## src/hw/rtl/sli_pkg.sv

```systemverilog
`timescale 1ns / 1ps
// ----------------------------------------------------------------------------
// sli_pkg
// Shared types and constants of the sorted key list block.
// ----------------------------------------------------------------------------
package sli_pkg;

	localparam int DEPTH_DEF = 16;
	localparam int KEY_W     = 8;
	localparam int COUNT_W   = 5;

	localparam logic OP_INSERT = 1'b0;
	localparam logic OP_REMOVE = 1'b1;

	typedef struct packed {
		logic                    opcode;
		logic signed [KEY_W-1:0] key;
	} req_item_t;

	typedef struct packed {
		logic               ok;
		logic [COUNT_W-1:0] count;
	} rsp_item_t;

	// Commands from the controller to the datapath.
	typedef struct packed {
		logic load;  // capture the request and restart the walk
		logic rd;    // read the entry at the walk index
		logic step;  // act on the entry just read and advance
		logic fin;   // close the operation: tail write and count update
		logic emit;  // load the result register
	} sli_cmd_t;

	// Status from the datapath to the controller.
	typedef struct packed {
		logic scan_done;  // walk reached the end, or insert into a full list
		logic out_free;   // result register can take a new item
	} sli_sts_t;

endpackage

```

## src/hw/rtl/sli_dpath.sv

```systemverilog
`timescale 1ns / 1ps
// ----------------------------------------------------------------------------
// sli_dpath
// Key memory, walk index, count and result register of the sorted list.
// ----------------------------------------------------------------------------
module sli_dpath #(
	parameter int DEPTH = sli_pkg::DEPTH_DEF
) (
	input  logic                clk,
	input  logic                arst_n,
	input  sli_pkg::sli_cmd_t   cmd,
	output sli_pkg::sli_sts_t   sts,
	input  sli_pkg::req_item_t  req,
	output logic                rsp_valid,
	input  logic                rsp_ready,
	output sli_pkg::rsp_item_t  rsp
);
	import sli_pkg::*;

	localparam int AW = $clog2(DEPTH);
	localparam int CW = $clog2(DEPTH + 1);

	logic [KEY_W-1:0]        mem [DEPTH];
	logic                    op_q;
	logic signed [KEY_W-1:0] key_q;
	logic signed [KEY_W-1:0] rdata_q;
	logic signed [KEY_W-1:0] hold_q;
	logic                    flag_q;
	logic                    ok_q;
	logic [CW-1:0]           idx_q;
	logic [CW-1:0]           cnt_q;
	logic                    rsp_valid_q;
	rsp_item_t               rsp_q;

	logic [AW-1:0]           idx_a;
	logic                    full;
	logic                    we;
	logic [AW-1:0]           waddr;
	logic [KEY_W-1:0]        wdata;
	logic [CW+COUNT_W-1:0]   cnt_ext;

	assign idx_a   = idx_q[AW-1:0];
	assign full    = (cnt_q == CW'(DEPTH));
	assign cnt_ext = {{COUNT_W{1'b0}}, cnt_q};

	assign sts.scan_done = (idx_q == cnt_q) || ((op_q == OP_INSERT) && full);
	assign sts.out_free  = !rsp_valid_q || rsp_ready;

	// Insert carries the displaced key one slot up; remove pulls keys one slot down.
	always_comb begin
		we    = 1'b0;
		waddr = idx_a;
		wdata = hold_q;
		if (cmd.step) begin
			if (op_q == OP_INSERT) begin
				if (flag_q) begin
					we    = 1'b1;
					wdata = hold_q;
				end else if (rdata_q >= key_q) begin
					we    = 1'b1;
					wdata = key_q;
				end
			end else if (flag_q) begin
				we    = 1'b1;
				waddr = idx_a - AW'(1);
				wdata = rdata_q;
			end
		end else if (cmd.fin && (op_q == OP_INSERT) && !full) begin
			we    = 1'b1;
			wdata = flag_q ? hold_q : key_q;
		end
	end

	always_ff @(posedge clk) begin
		if (we) begin
			mem[waddr] <= wdata;
		end
		if (cmd.rd) begin
			rdata_q <= mem[idx_a];
		end
	end

	always_ff @(posedge clk) begin
		if (cmd.load) begin
			op_q  <= req.opcode;
			key_q <= req.key;
		end
		if (cmd.step && !flag_q) begin
			hold_q <= rdata_q;
		end else if (cmd.step && (op_q == OP_INSERT)) begin
			hold_q <= rdata_q;
		end
		if (cmd.emit) begin
			rsp_q.ok    <= ok_q;
			rsp_q.count <= cnt_ext[COUNT_W-1:0];
		end
	end

	always_ff @(posedge clk or negedge arst_n) begin
		if (!arst_n) begin
			idx_q       <= '0;
			cnt_q       <= '0;
			flag_q      <= 1'b0;
			ok_q        <= 1'b0;
			rsp_valid_q <= 1'b0;
		end else begin
			if (cmd.load) begin
				idx_q  <= '0;
				flag_q <= 1'b0;
			end
			if (cmd.step) begin
				idx_q <= idx_q + CW'(1);
				if (!flag_q) begin
					if (op_q == OP_INSERT) begin
						flag_q <= (rdata_q >= key_q);
					end else begin
						flag_q <= (rdata_q == key_q);
					end
				end
			end
			if (cmd.fin) begin
				if (op_q == OP_INSERT) begin
					ok_q <= !full;
					if (!full) begin
						cnt_q <= cnt_q + CW'(1);
					end
				end else begin
					ok_q <= flag_q;
					if (flag_q) begin
						cnt_q <= cnt_q - CW'(1);
					end
				end
			end
			if (cmd.emit) begin
				rsp_valid_q <= 1'b1;
			end else if (rsp_ready) begin
				rsp_valid_q <= 1'b0;
			end
		end
	end

	assign rsp_valid = rsp_valid_q;
	assign rsp       = rsp_q;

`ifndef ASSERT_OFF
	a_cnt_bound: assert property (@(posedge clk) disable iff (!arst_n)
		cnt_q <= CW'(DEPTH))
		else $error("key count exceeds depth");

	a_idx_bound: assert property (@(posedge clk) disable iff (!arst_n)
		idx_q <= CW'(DEPTH))
		else $error("walk index beyond depth");

	a_ins_count: assert property (@(posedge clk) disable iff (!arst_n)
		cmd.fin && (op_q == OP_INSERT) && !full |=> (cnt_q == $past(cnt_q) + CW'(1)) && ok_q)
		else $error("successful insert did not raise the count");

	a_emit_free: assert property (@(posedge clk) disable iff (!arst_n)
		cmd.emit |-> (!rsp_valid_q || rsp_ready))
		else $error("result overwritten while still pending");
`endif

endmodule

```

## src/hw/rtl/sli_ctrl.sv

```systemverilog
`timescale 1ns / 1ps
// ----------------------------------------------------------------------------
// sli_ctrl
// Sequencer that walks the key list once per operation.
// ----------------------------------------------------------------------------
module sli_ctrl (
	input  logic               clk,
	input  logic               arst_n,
	input  logic               req_valid,
	output logic               req_ready,
	input  sli_pkg::sli_sts_t  sts,
	output sli_pkg::sli_cmd_t  cmd
);
	import sli_pkg::*;

	typedef enum logic [1:0] {
		ST_IDLE,
		ST_SCAN,
		ST_CMP,
		ST_FIN
	} state_t;

	state_t state_q;

	assign req_ready = (state_q == ST_IDLE);

	// Each entry is read in ST_SCAN and then compared and written in ST_CMP.
	always_comb begin
		cmd = '0;
		case (state_q)
			ST_IDLE: begin
				cmd.load = req_valid;
			end
			ST_SCAN: begin
				cmd.fin = sts.scan_done;
				cmd.rd  = !sts.scan_done;
			end
			ST_CMP: begin
				cmd.step = 1'b1;
			end
			ST_FIN: begin
				cmd.emit = sts.out_free;
			end
			default: begin
				cmd = '0;
			end
		endcase
	end

	always_ff @(posedge clk or negedge arst_n) begin
		if (!arst_n) begin
			state_q <= ST_IDLE;
		end else begin
			case (state_q)
				ST_IDLE: begin
					if (req_valid) begin
						state_q <= ST_SCAN;
					end
				end
				ST_SCAN: begin
					state_q <= sts.scan_done ? ST_FIN : ST_CMP;
				end
				ST_CMP: begin
					state_q <= ST_SCAN;
				end
				ST_FIN: begin
					if (sts.out_free) begin
						state_q <= ST_IDLE;
					end
				end
				default: begin
					state_q <= ST_IDLE;
				end
			endcase
		end
	end

endmodule

```

## src/hw/rtl/sorted_list_insert_remove_core.sv

```systemverilog
`timescale 1ns / 1ps
// ----------------------------------------------------------------------------
// sorted_list_insert_remove_core
// Bounded ascending list of signed 8-bit keys with insert and remove.
// ----------------------------------------------------------------------------
// Usage:
// The request channel (req_valid, req_ready, req) carries one item per
// operation: opcode selects insert or remove, key is the signed key. The
// response channel (rsp_valid, rsp_ready, rsp) returns exactly one item per
// request with a success flag and the key count after the operation, reported
// modulo 32.
// Insert places the key ahead of all stored keys that are not less than it and
// fails when DEPTH keys are held. Remove deletes the first equal key and fails
// when none matches.
// Operation: the list sits in a single memory with one read and one write
// port, and the sequencer walks the held keys one entry at a time, reading
// each entry in the scan state and comparing and writing it in the compare
// state. An insert into a full list skips the walk. One request is processed
// at a time; a new request is taken only once the previous result has been
// loaded into the output register.
// Reset clears the count and the control state; the memory is not cleared and
// holds no meaningful data until written. A stalled receiver holds the result
// in the output register; the next request is still accepted and processed,
// and its result waits until the pending one has been taken.
// ----------------------------------------------------------------------------
module sorted_list_insert_remove_core #(
	parameter int DEPTH = sli_pkg::DEPTH_DEF
) (
	input  logic                clk,
	input  logic                arst_n,
	input  logic                req_valid,
	output logic                req_ready,
	input  sli_pkg::req_item_t  req,
	output logic                rsp_valid,
	input  logic                rsp_ready,
	output sli_pkg::rsp_item_t  rsp
);
	import sli_pkg::*;

	sli_cmd_t cmd;
	sli_sts_t sts;

	// Sequencer: decides when to read, step, finish and emit.
	sli_ctrl u_ctrl (
		.clk       (clk),
		.arst_n    (arst_n),
		.req_valid (req_valid),
		.req_ready (req_ready),
		.sts       (sts),
		.cmd       (cmd)
	);

	// Datapath: key memory, walk index, count and the result register.
	sli_dpath #(
		.DEPTH (DEPTH)
	) u_dpath (
		.clk       (clk),
		.arst_n    (arst_n),
		.cmd       (cmd),
		.sts       (sts),
		.req       (req),
		.rsp_valid (rsp_valid),
		.rsp_ready (rsp_ready),
		.rsp       (rsp)
	);

endmodule

```

## config.mk

```make
export PLATFORM = sky130hd
export DESIGN_NAME = sorted_list_insert_remove_core
export DESIGN_NICKNAME = d
export VERILOG_FILES = /design/src/hw/rtl/sli_pkg.sv /design/src/hw/rtl/sli_dpath.sv /design/src/hw/rtl/sli_ctrl.sv /design/src/hw/rtl/sorted_list_insert_remove_core.sv
export SDC_FILE = /design/constraint.sdc
export NUM_CORES = 1
export LEC_CHECK = 0
export BUFFER_PORTS_ARGS = -buffer_cell sky130_fd_sc_hd__clkbuf_2
export CAP_MARGIN = 20
export CORE_MARGIN = 2
export CORE_UTILIZATION = 53
export CTS_BUF_LIST = sky130_fd_sc_hd__clkbuf_4
export CTS_CLUSTER_DIAMETER = 80
export CTS_CLUSTER_SIZE = 12
export DETAILED_ROUTE_END_ITERATION = 10
export GPL_TIMING_DRIVEN = 0
export PLACE_DENSITY = 0.73
export SETUP_SLACK_MARGIN = 0.02
export SYNTH_ARGS = -nofsm -noshare
export SYNTH_HDL_FRONTEND = slang
export SYNTH_SLANG_ARGS = --single-unit
```

## constraint.sdc

```tcl
create_clock -name clk -period 4.4 [get_ports clk]
set_input_delay 0 -clock clk [delete_from_list [all_inputs] [get_ports clk]]
set_output_delay 0 -clock clk [all_outputs]
set_load 0.01 [all_outputs]
```

-- Yosys cells after proc, flatten, opt, wreduce, memory -nomap -nowiden
Memories as Yosys holds them, arrays and structs flattened. A register that Yosys moved wholly into a read port is not among the register bits.
Cells that the tools add are included.
- register bits: 38
- RAM bits: 128
- bits of input ports: 13
- output and inout port bits: 8
- word-level logic and storage cells: 86
- memories kept: 1
- memory list (memory ; depth ; bits a word ; rd ports ; clocked after memory_dff ; write ports ; RTL line ; RTL):
    u_dpath.mem ; 16 ; 8 ; 1 ; 1 ; 1 ; sli_dpath.sv:23 ; logic [KEY_W-1:0] mem [DEPTH];
- add/subtract/negate cells: 4
- $lt $le $gt $ge: 1
- equality and inequality tests: 10
- mux-type cells: 41
- bitwise operators: 1
- reductions and logical operators: 17
- operators by type and width (kind ; number):
    $mux W8 ; 9
    $mux W5 ; 5
    $mux W1 ; 21
    $mux W4 ; 3
    $add A5 B1 Y5 const B ; 2
    $eq A8 B8 Y1 ; 1
    $ge A8 B8 Y1 ; 1
    $pmux W2 S4 ; 1
    $reduce_bool A2 Y1 ; 3
    $eq A5 B5 Y1 ; 1
    $eq A5 B5 Y1 const B ; 1
    $logic_and A1 B1 Y1 ; 5
    $sub A5 B1 Y5 const B ; 1
    $eq A2 B2 Y1 const B ; 2
    $logic_not A1 Y1 ; 4
    $mux W2 ; 2
    $ne A2 B1 Y1 const B ; 2
    $ne A2 B2 Y1 const B ; 2
    $sub A4 B1 Y4 const B ; 1
    $reduce_and A3 Y1 ; 1
    $eq A2 B1 Y1 const B ; 1
    $logic_not A2 Y1 ; 1
    $logic_or A1 B1 Y1 ; 2
    $reduce_and A2 Y1 ; 1
    $not A1 Y1 ; 1

-- Logic depth before layout (Yosys ltp)
- depth in word-level cells: 10
- gate-level depth with buffers: 9
- gate-level depth less buffers: 7

-- Hierarchy
Synthesis repeated with hierarchy kept, for this count alone.
- cell total of the unflattened synthesis: 534
- area total of the unflattened synthesis: 7873.8 sq um
- modules (own cells, without submodules) (module ; times used ; cells each ; area an instance (sq um) ; sequential area each (sq um)):
    sli_dpath ; 1 ; 522 ; 7757.4 ; 5099.9
    sli_ctrl ; 1 ; 12 ; 116.4 ; 50.0

-- Worst setup path before layout
No wires, ideal clock.
- path kind: register to register
- from: reg u_dpath.idx_q[1]
- to: mem u_dpath.mem[2][0], enable pin
- setup time: 375 ps
- arrival time: 2366 ps
- required time: 4025 ps
- slack: 1658 ps
- stages on the path, launching flop included: 9
- buffers on the path: 2
- clock period less this slack: 2742 ps
- cell sequence: dfrtp_1 > buf_2 > buf_1 > inv_1 > ha_1 > o21a_1 > o32ai_1 > nand2_1 > a21oi_1
- word-level cells in the longest chain between the ends: 9
- elaborated cells between the ends (all ways): 13
- classes of those cells: add/sub: 1; eq/ne: 1; mux: 8; reduce/logical: 3
- ends and longest elaborated chain (item ; RTL line ; RTL):
    start: declaration ; sli_dpath.sv:30 ; logic [CW-1:0] idx_q;
    start signal: assignment ; sli_dpath.sv:112 ; idx_q <= idx_q + CW'(1);
    $eq A5 B5 Y1 ; sli_dpath.sv:46 ; assign sts.scan_done = (idx_q == cnt_q) || ((op_q == OP_INSERT) && full);
    $logic_or A1 B1 Y1 ; sli_dpath.sv:46 ;
    $mux W1 ; sli_ctrl.sv:30 ; case (state_q)
    $logic_and A1 B1 Y1 (2 in a row) ; sli_dpath.sv:68 ; end else if (cmd.fin && (op_q == OP_INSERT) && !full) begin
    $mux W1 ; sli_dpath.sv:68 ;
    $mux W1 ; sli_dpath.sv:54 ; if (cmd.step) begin
    $mux W1 ; sli_dpath.sv:75 ; if (we) begin
    $mux W1 (implied by the code) ; sli_dpath.sv:76 ; mem[waddr] <= wdata;
    end: declaration ; sli_dpath.sv:23 ;
Several ways; a longest one is shown, not always the timed one.

-- Worst setup path after layout
- from: reg u_dpath.idx_q[1]
- to: mem u_dpath.mem[8][7], enable pin
The elaborated chain is that of the path after synthesis.

==> flow_summary_export.csv <==
group,metric,value,unit
global_routing,antenna_found_initial,1,
timing,worst_pin_slew,1.310,ns
clock_network,path_clk_slew,0.15,ns
detailed_routing,drc,0,
yosys,syn_inst,473,
pwr,power,0.005306,W
setup_path,crit_path_start_kind,"flip-flop",
finish,stdcell_count,729,
finish,synthToLayoutAreaGrowth,10.30,%
yosys,ys_warn_count,0,
finish,fin_nets,558,
status,status,"finished, final reports clean",
detailed_routing,drt-total-wl,16.50,mm
global_routing,grt_max_degree,17,
yosys,synth-edff-count,159,
clock_network,cts-htree-levels,4,
detailed_routing,avgRoutedWirePerCell,22.64,µm
detailed_routing,dr.max_layer_used,"met4",
setup_path,crit_path_end_kind,"flip-flop",
finish,fillers,1085,
yosys,synth_fp_nets,500,
clock_network,clockBufferDepth,2,
job,cap_violations,0,
floorplanning,initial_utilization,0.5391,
setup_path,rr_worst_depth,8,
detailed_routing,drtIter0Drc,458,
timing,rsz0062_at_grt,"false",
floorplanning,fp-row-count,44,
detailed_routing,m1WireLength,6.678,mm
global_routing,grt_pass1_vias,4510,
setup_path,crit_arrival,4.00,ns
setup_path,r2r-end,"u_dpath.mem[8][7]",
timing,slew_headroom,0.1267,
timing,max_freq,262.7,MHz
min_path,hp-start,"req[0]",
clock_network,holdBufCountCts,13,
clock_network,postCtsSetupBuffers,0,
finish,drive_above_1_share,0.2298,
yosys,ys.flop_type,"edfxtp_1",
setup_path,regToRegSetupSlack,0.59,ns
detailed_routing,wl_met3,1.054,mm
yosys,synth_seq_cells,174,
floorplanning,chipHeight,125.1,µm
timing,min_period,3.807,ns
placement,dp_hpwl,11.12,mm
detailed_routing,firstDrtPassIters,5,
timing,hold_viol,0,
yosys,ys_async_sr_fraction,0.08621,
placement,dp_cells,677,
floorplanning,dieArea,15660,µm²
floorplanning,die_x,125.1,µm
floorplanning,core_area,14420,µm²
timing,finClkSkew,0.02977,ns
clock_network,clock-sinks,174,
setup_path,required,4.59,ns
timing,fin_tns_setup,0,ns
clock_network,clock_latency,0.57,ns
placement,globalplace.congestion,0.9195,
setup_path,path_max_fanout,10,
timing,holdWs,0.1346,ns
timing,final.period_utilization,0.8652,
yosys,ys_types,57,
pwr,leakage,2.799,nW
clock_network,clockRootBuffer,"clkbuf_4",
global_routing,track_usage,0.2169,
timing,slew_viol_final,0,
yosys,seq_area_frac_synth,0.6623,
timing,setup_slack,0.5932,ns
detailed_routing,drtAntennaViolNets,0,
placement,portBuffers,20,
detailed_routing,vias,4599,
pwr,ir_drop,0.3451,mV
pwr,p_per_area,618.7,nW/µm²
global_routing,overflow,0,
clock_network,ctsResizeCount,0,
clock_network,cts_buffers,17,
clock_network,cts_tree,"done",
yosys,syn_area,7776,µm²
yosys,syn_area_per_cell,16.44,µm²
timing,setup_viol,0,
min_path,worstHoldEndpoint,"u_dpath.key_q[0]",
detailed_routing,met2_length,8.515,mm
placement,dp_slack,0.6249,ns
detailed_routing,via_per_inst,6.309,
min_path,whs_path_depth,2,
setup_path,r2r_start,"u_dpath.idx_q[1]",
min_path,hold_path.class,"input pin to flip-flop",
global_routing,grt_pass1_wl,25.29,mm
setup_path,worstSetupPathType,"flip-flop to flip-flop",
floorplanning,io_pins,21,
[logic make-up (layout without fill, tap and decap cells)]
family,count (synthesis),after routing,synth area share
flip-flops,174,174,0.6623
AND/OR/NAND/NOR,92,92,0.06179
AO/OA/AOI/OAI,83,83,0.07353
multiplexers,60,60,0.1432
buffers and inverters,39,110,0.02236
adder cells (fa/ha/maj),14,14,0.02349
XOR/XNOR,11,11,0.01336
other,0,1,0
[report_power, final]
group          switching (W)  internal, W  leakage, nW
clock               0.000571     0.000362        0.156
combinational        0.00117     0.000748         1.02
sequential          0.000153      0.00231         1.63
[worst max-delay path, cell delays in order, from the launching register on]
cell and delay (ns):
dfrtp_1 0.50, buf_2 0.31, buf_1 0.49, inv_1 0.14
ha_1 0.30, o21a_1 0.23, o32ai_1 0.48, nand2_1 0.12
a21oi_1 0.84
[synth_stat cells (9+ instances only)]
| library cell | number | area share |
|---|---|---|
| mux2i_1 | 10 | 0.013 |
| nand2_1 | 32 | 0.015 |
| o21ai_0 | 10 | 0.0064 |
| edfxtp_1 | 159 | 0.61 |
| xnor2_1 | 9 | 0.010 |
| inv_1 | 15 | 0.0072 |
| dfrtp_1 | 15 | 0.048 |
| nor2_1 | 10 | 0.0048 |
| ha_1 | 13 | 0.021 |
| a21oi_1 | 30 | 0.019 |
| buf_2 | 10 | 0.0064 |
| mux4_2 | 40 | 0.12 |
| nand3_1 | 13 | 0.0084 |
[area by class of cell]
class / count / area, µm² / share of cell area
Timing Repair Buffer: 39 / 275.3 / 0.03209
Clock inverter: 13 / 150.1 / 0.01751
Sequential cell: 174 / 5150 / 0.6004
Inverter: 16 / 60.06 / 0.007002
Antenna cell: 1 / 2.502 / 0.0002918
Tap cell: 184 / 230.2 / 0.02684
Buffer: 23 / 113.9 / 0.01327
Clock buffer: 19 / 142.6 / 0.01663
Multi-Input combinational cell: 260 / 2452 / 0.2859
[cells in the final DEF, fill, tap and decap left out, types with 3 or more instances in the layout]
cell and n:
inv_6 4, nand4_1 6, a221o_1 7, dfrtp_1 15
nand2b_1 5, inv_1 15, nor2b_1 8, nand2_1 32
nand3_1 13, buf_1 3, clkbuf_1 8, mux4_2 40
clkbuf_4 19, buf_4 6, a32oi_1 8, clkbuf_2 20
edfxtp_1 159, buf_2 10, mux2_2 8, mux2i_1 10
a21oi_1 30, nor3_1 5, o211ai_1 3, ha_1 13
dlygate4sd3_1 13, o21ai_0 10, xnor2_1 9, o31ai_1 5
nor2_1 10
[worst max path at each step]
stage	start	cells after the start	end
floorplan	u_dpath.idx_q[1]	8	u_dpath.mem[2][0]
global placement	u_dpath.idx_q[1]	8	u_dpath.mem[11][1]
detailed placement	u_dpath.rdata_q[7]	6	u_dpath.mem[0][2]
CTS	u_dpath.key_q[7]	7	u_dpath.mem[3][2]
global route	u_dpath.idx_q[1]	9	u_dpath.mem[8][0]
finish	u_dpath.idx_q[1]	8	u_dpath.mem[8][7]
[routing by layer]
| metal | global-route usage | vias up |
|---|---|---|
| met4 | 0.06078 | 0 |
| met1 | 0.2841 | 2375 |
| met5 | 0 | - |
| met2 | 0.3715 | 184 |
| met3 | 0.04621 | 21 |
| li1 | - | 2019 |
[registers in the layout, summed over array words and instances, names as in the netlist]
name / flops
u_dpath.hold_q: 8
u_ctrl.state_q: 2
u_dpath.rsp_valid: 1
u_dpath.key_q: 8
u_dpath.cnt_q: 5
u_dpath.ok_q: 1
u_dpath.rsp: 6
u_dpath.op_q: 1
u_dpath.idx_q: 5
u_dpath.mem: 128
u_dpath.rdata_q: 8
u_dpath.flag_q: 1
[metrics by stage]
step           instance area (µm²)    util
2_1_floorplan                 7776       -
3_3_place_gp                  8107  0.5620
3_5_place_dp                  8107  0.5620
4_1_cts                       8529  0.5913
5_1_grt                       8577  0.5946
6_report                      8577  0.5946
Note: power is estimated with default switching activity, not from simulation.
